### config.mk
export PLATFORM = sky130hd
export DESIGN_NAME = mi3_ctrl
export DESIGN_NICKNAME = d
export VERILOG_FILES = /design/src/rtl/core/mi3_pkg.sv /design/src/rtl/core/mi3_ctrl.sv
export VERILOG_INCLUDE_DIRS = /design/src /design/src/rtl/core
export SDC_FILE = /design/constraint.sdc
export NUM_CORES = 1
export LEC_CHECK = 0
export BUFFER_PORTS_ARGS = -buffer_cell sky130_fd_sc_hd__buf_2
export CORE_MARGIN = 2
export CORE_UTILIZATION = 40
export DETAILED_ROUTE_END_ITERATION = 10
export PLACE_DENSITY = 0.61
export SLEW_MARGIN = 10
export SYNTH_ARGS = -nofsm -noshare
export SYNTH_HDL_FRONTEND = slang
export SYNTH_SLANG_ARGS = --single-unit
### constraint.sdc
create_clock -name clk_i -period 2.99 [get_ports clk_i]
set_input_delay 0 -clock clk_i [delete_from_list [all_inputs] [get_ports clk_i]]
set_output_delay 0 -clock clk_i [all_outputs]
set_load 0.05 [all_outputs]
### src/rtl/core/matrix_inverse_3x3_assert.svh
// assertion macros for the matrix inverse rtl, included by the flow control
`ifndef MATRIX_INVERSE_3X3_ASSERT_SVH
`define MATRIX_INVERSE_3X3_ASSERT_SVH

// clocked assertion, off while reset is held
`define MI3_ASSERT(lbl, prop, msg) \
  lbl: assert property (@(posedge clk_i) disable iff (!rst_ni) (prop)) else $error(msg);

// clocked assertion that also runs during reset
`define MI3_ASSERT_ALWAYS(lbl, prop, msg) \
  lbl: assert property (@(posedge clk_i) (prop)) else $error(msg);

`endif

### src/rtl/core/mi3_pkg.sv
// types, stage map and divider step for the 3x3 matrix inverse
package mi3_pkg;

  localparam int unsigned IN_W   = 16;  // Q4.12 entry
  localparam int unsigned PROD_W = 32;  // Q8.24 product
  localparam int unsigned ADJ_W  = 33;  // cofactor
  localparam int unsigned TERM_W = 49;  // row entry times cofactor
  localparam int unsigned DET_W  = 50;  // determinant, |det| < 2^48
  localparam int unsigned DEN_W  = 48;  // divisor magnitude
  localparam int unsigned MAG_W  = 32;  // cofactor magnitude
  localparam int unsigned NUM_W  = 60;  // rounded dividend
  localparam int unsigned Q_W    = 32;  // quotient bits
  localparam int unsigned OUT_W  = 32;  // Q15.16 result
  localparam int unsigned FRAC_SHIFT = 28;
  localparam int unsigned NUM_ELEM   = 9;

  // divider: two quotient bits per stage
  localparam int unsigned DIV_STEPS = 2;
  localparam int unsigned DIV_STG   = Q_W / DIV_STEPS;

  // pipeline stage map
  localparam int unsigned ST_IN   = 0;
  localparam int unsigned ST_PROD = 1;
  localparam int unsigned ST_ADJ  = 2;
  localparam int unsigned ST_TERM = 3;
  localparam int unsigned ST_DET  = 4;
  localparam int unsigned ST_ABS  = 5;
  localparam int unsigned ST_NUM  = 6;
  localparam int unsigned ST_OVF  = 7;
  localparam int unsigned ST_DIV0 = 8;
  localparam int unsigned ST_OUT  = ST_DIV0 + DIV_STG;
  localparam int unsigned NSTG    = ST_OUT + 1;

  localparam logic [OUT_W-1:0] SAT_POS = {1'b0, {(OUT_W-1){1'b1}}};
  localparam logic [OUT_W-1:0] SAT_NEG = {1'b1, {(OUT_W-1){1'b0}}};

  typedef logic signed [IN_W-1:0]  elem_t;
  typedef logic signed [ADJ_W-1:0] adj_t;
  typedef logic signed [DET_W-1:0] det_t;

  // per-stage load enables from the flow control
  typedef struct packed {
    logic [NSTG-1:0] en;
  } pipe_ctl_t;

  typedef struct packed {
    logic [DEN_W-1:0] rem;
    logic [Q_W-1:0]   lo;
  } div_state_t;

  // one restoring division step: next dividend bit in, one quotient bit out
  function automatic div_state_t div_step(div_state_t s, logic [DEN_W-1:0] den);
    logic [DEN_W:0] t;
    div_state_t     r;
    logic           qb;
    t  = {s.rem, s.lo[Q_W-1]};
    qb = (t >= {1'b0, den});
    r.rem = qb ? DEN_W'(t - {1'b0, den}) : DEN_W'(t);
    r.lo  = {s.lo[Q_W-2:0], qb};
    return r;
  endfunction

endpackage

### src/rtl/core/mi3_ctrl.sv
// valid bits and stall chain of the inverse pipeline
module mi3_ctrl (
  input  logic               clk_i,
  input  logic               rst_ni,
  input  logic               in_valid_i,
  output logic               in_ready_o,
  output logic               out_valid_o,
  input  logic               out_ready_i,
  output mi3_pkg::pipe_ctl_t ctl_o
);
  import mi3_pkg::*;

  logic [NSTG-1:0] valid_q, valid_d;
  logic [NSTG:0]   ready;

  // a stage loads when it is empty or its content moves on
  always_comb begin
    ready[NSTG] = out_ready_i;
    for (int k = NSTG - 1; k >= 0; k--) begin
      ready[k] = !valid_q[k] || ready[k+1];
    end
  end

  always_comb begin
    for (int k = 0; k < NSTG; k++) begin
      if (ready[k]) begin
        valid_d[k] = (k == 0) ? in_valid_i : valid_q[(k == 0) ? 0 : k-1];
      end else begin
        valid_d[k] = valid_q[k];
      end
    end
  end

  always_ff @(posedge clk_i or negedge rst_ni) begin
    if (!rst_ni) begin
      valid_q <= '0;
    end else begin
      valid_q <= valid_d;
    end
  end

  assign ctl_o.en    = ready[NSTG-1:0];
  assign in_ready_o  = ready[0];
  assign out_valid_o = valid_q[NSTG-1];

  `include "matrix_inverse_3x3_assert.svh"

  // input only backs up when every stage holds a beat
  `MI3_ASSERT(a_full_on_stall, !in_ready_o |-> (&valid_q), "input stalled with a bubble")
  // beats are neither lost nor invented
  `MI3_ASSERT(a_conserve, $countones(valid_q) == $past($countones(valid_q)) + int'($past(in_valid_i && in_ready_o)) - int'($past(out_valid_o && out_ready_i)), "beat count mismatch")
  // an accepted beat lands in the first stage
  `MI3_ASSERT(a_enter, (in_valid_i && in_ready_o) |=> valid_q[0], "accepted beat dropped")
  // reset empties the pipeline
  `MI3_ASSERT_ALWAYS(a_reset, !rst_ni |=> !out_valid_o, "output valid during reset")
endmodule

# ---- Word level (Yosys, flattened, before mapping)
# Cells that the tools add are included.
dict set report word_totals {
  regBits 25
  output_inout_bits 27
}
dict set report classes {
  reduce_logical 50
}
# cell count
set op_table {}
lappend op_table {{1-bit zero test} 25}
lappend op_table {{1-bit logical OR} 25}

# ---- Logic depth before layout (Yosys ltp)
dict set report depth {
  depth_word 26
  ltp_mapped 6
}

# ---- Worst setup path before layout
# OpenSTA, ideal clock, no wires.
dict set report synth_path {
  path_kind {flip-flop to output port}
  startpoint {reg valid_q[24]}
  endpoint {out ctl_o[13] (netlist bit)}
  arrival_ps 2155
  n_path_buf 2
  t_required_ps 2990
  stages_incl_launch_ff 7
  setup_slack_ps 835
  cell_sequence {dfrtp_1 and4b_1 buf_4 inv_4 nor4_4 buf_4 nand4_1}
}
# item line_no
set synth_rtl {}
lappend synth_rtl {{start, declared} mi3_ctrl.sv:13} ;# logic [NSTG-1:0] valid_q, valid_d;
lappend synth_rtl {{start signal, assigned} mi3_ctrl.sv:38} ;# valid_q <= valid_d;
lappend synth_rtl {{end, declared} mi3_ctrl.sv:9} ;# output mi3_pkg::pipe_ctl_t ctl_o

==> results.py <==
metrics = {
    "timing": {
        "min_period_ns": 2.062,
        "finalCritPeriodShare_pct": 68.95,
        "tightest_slew_ns": 0.7064,
        "drv_slew": 0,
        "tns_ns": 0,
        "finClkSkew_ns": 0.003835,
        "rsz0062_at_grt": "false",
        "setup_violations": 0,
        "fmax_mhz": 485.1,
        "hold_violations": 0,
        "slew_headroom_pct": 52.81,
    },
    "global_routing": {
        "grt_pass1_vias": 804,
        "grt_pass1_wl_um": 3622,
        "grt-ovfl-total": 0,
        "grt_start_max_net_pins": 26,
        "track_usage_pct": 14.01,
        "antenna_found_initial": 0,
    },
    "die": {
        "die_w_um": 57.50,
        "ios": 31,
        "fp.dieArea_mm2": 0.003306,
        "rows": 19,
        "die_h_um": 57.50,
        "core_area_mm2": 0.002734,
        "initial_core_util_pct": 41.88,
    },
    "worst_setup_path": {
        "crit_path_end_kind": "output pin",
        "max_stage_delay_ns": 0.41,
        "crit_type": "reg2out",
        "worstPathArrival_ns": 2.06,
        "critical_path.max_fanout": 22,
        "crit_buf_inv": 3,
        "path_cells": "and4b_1, inv_4, nor4_4, buf_4, nand4_1, buf_2",
        "r2r_setup_slack_ns": 1.34,
        "start_kind": "flip-flop",
        "r2r-start": "valid_q[24]",
        "cp-startpoint": "valid_q[24]",
        "r2r-end": "valid_q[13]",
        "cp.depth": 6,
        "cp-endpoint": "ctl_o[13]",
        "crit_family": "simple AND/OR/NAND/NOR gates",
        "reg2reg_depth": 5,
        "cp_slowest_cell": "dfrtp_1",
        "crit_required_ns": 2.99,
    },
    "routing": {
        "vias": 891,
        "wirelength_um": 2088,
        "drtAntennaViolNets": 0,
        "wl_per_cell_um": 12.81,
        "drc_errors": 0,
        "vias_per_cell": 5.466,
        "drt_iter0_markers": 22,
        "dr.pass1.iters": 4,
    },
    "cells_and_area": {
        "diodes": 0,
        "largest_reg_flops": 25,
        "synthToLayoutAreaGrowth_pct": 17.60,
        "drive_gt1_share_pct": 33.33,
        "largestRegisters": "valid_q: 25 flops",
        "top_register": "valid_q",
        "nFillCells": 260,
        "fin_nets": 137,
        "final_cell_count_no_fill": 163,
        "design_area_mm2": 0.001346,
    },
    "status": {
        "run_status": "complete, no violations",
    },
    "yosys": {
        "synth_nets": 106,
        "yosys.area.top_type": "dfrtp_1",
        "ys_ff_latch": 25,
        "ys_warn_count": 0,
        "yosys-top-cells-area": "dfrtp_1 (55%), nand3_1 (4.8%), a41o_1 (4.4%), a31o_2 (3.8%), nor4_4 (3.7%)",
        "avgSynthCellArea_um2": 11.22,
        "ys_types": 24,
        "synth_cells": 102,
        "syn_area_mm2": 0.001145,
        "yosysSeqAreaShare_pct": 54.64,
        "synth_top_area_share_pct": 54.64,
    },
    "placement": {
        "port-buffer-count": 30,
        "gp_congestion": 0.7224,
        "dp_hpwl_um": 1546,
        "placed_area_mm2": 0.001290,
        "dp_cells": 156,
    },
    "flow_run": {
        "maxCapViolations": 0,
    },
    "cts": {
        "numCtsBuffers": 3,
        "cts_tree": "done",
        "cts_resized": 0,
        "htree_levels": 1,
        "clkLatencyLatePin_ns": 0.31,
        "clkSinkCount": 25,
        "cts_buffer_depth": 2,
        "path_clk_slew_ns": 0.13,
        "ctsHoldBuffers": 3,
        "cts-root-buf": "clkbuf_4",
        "cts_setup_buffers": 0,
    },
    "min_path": {
        "hp-class": "in2async",
    },
    "power_and_ir_drop": {
        "power_w": 0.0007283,
        "leakagePower_nw": 0.5926,
        "peakVddDrop_uv": 296.8,
        "power_density_mw_per_mm2": 540.9,
    },
}
## synthesized netlist by cell type
cell and count:
nor2b_1 1, and4_1 1, nor2_1 1, a31o_2 5, a31o_1 2, and3_1 5
buf_2 2, nor3_1 1, nand3b_1 1, and4b_1 2, nor4_4 2, buf_4 3
inv_1 4, inv_4 1, buf_6 1, a21o_1 5, a41o_1 5, or2_2 2
nand2_1 8, nand3_1 11, dfrtp_1 25, nand2b_1 6, clkbuf_1 2, nand4_1 6
## kinds of logic (layout without fill, tap and decap cells)
logic type | count (synthesis) | count (layout) | share of synthesized area (%)
flops | 25 | 25 | 54.64
simple gates | 47 | 47 | 26.01
buf+inv | 13 | 43 | 6.339
compound gates | 17 | 17 | 13.01
## metal layers
metal  vias up  part of all wire [%]  track usage (%)
met3         2                   4.9            3.401
met1       436                    46            18.83
met2        19                    48            22.08
met4         0                  0.81            4.983
li1        434                     -                -
met5         -                     0                0
## worst register-to-register path: stages (launching register included)
cell,delay (ns)
dfrtp_1,0.41
and4b_1,0.37
inv_4,0.10
nor4_4,0.26
buf_4,0.27
a41o_1,0.20
## where the power goes
group / switching (W) / internal, W
logic: 0.000134 / 0.0000501
registers: 0.0000310 / 0.000369
clock network: 0.0000925 / 0.0000520
## placed cells by master, fill, tap and decap left out
master and count:
inv_1 4, and3_1 5, nand2_1 8, nor2b_1 1
dfrtp_1 25, nor2_1 1, a31o_2 5, clkbuf_1 1
dlygate4sd3_1 3, a41o_1 5, nor4_4 2, clkbuf_4 3
and4_1 1, nand3_1 11, nand2b_1 6, a21o_1 5
inv_4 1, nor3_1 1, buf_4 1, or2_2 2
nand4_1 6, and4b_1 2, buf_2 30, a31o_1 2
nand3b_1 1
## cell type report
type / count / area (µm²) / share of cell area [%]
clock buffers: 4 / 26.28 / 1.952
multi-input cells: 64 / 446.7 / 33.18
well taps: 31 / 38.79 / 2.881
repair buffers: 34 / 187.7 / 13.94
flip-flops and latches: 25 / 625.6 / 46.47
inverters: 5 / 21.27 / 1.580
## metrics by stage
stage | utilization, % | setup WS [ns] | hold WS (ns)
5_1_grt | 49.24 | 0.7549 | 0.2307
3_3_place_gp | 47.19 | 1.313 | 0.01880
4_1_cts | 49.24 | 0.9044 | 0.2113
6_report | 49.24 | 0.9285 | 0.1962
2_1_floorplan | - | 0.8353 | -0.2956
3_5_place_dp | 47.19 | 1.294 | 0.02257
## how the worst min path moves through the flow
stage            from           to  slack [ns]
2_1_floorplan  rst_ni   valid_q[0]       -0.30
3_3_place_gp   rst_ni  valid_q[24]        0.02
3_5_place_dp   rst_ni   valid_q[0]        0.02
4_1_cts        rst_ni  valid_q[24]        0.21
5_1_grt        rst_ni   valid_q[0]        0.23
6_report       rst_ni  valid_q[24]        0.20
(Power assumes the default switching activity.)
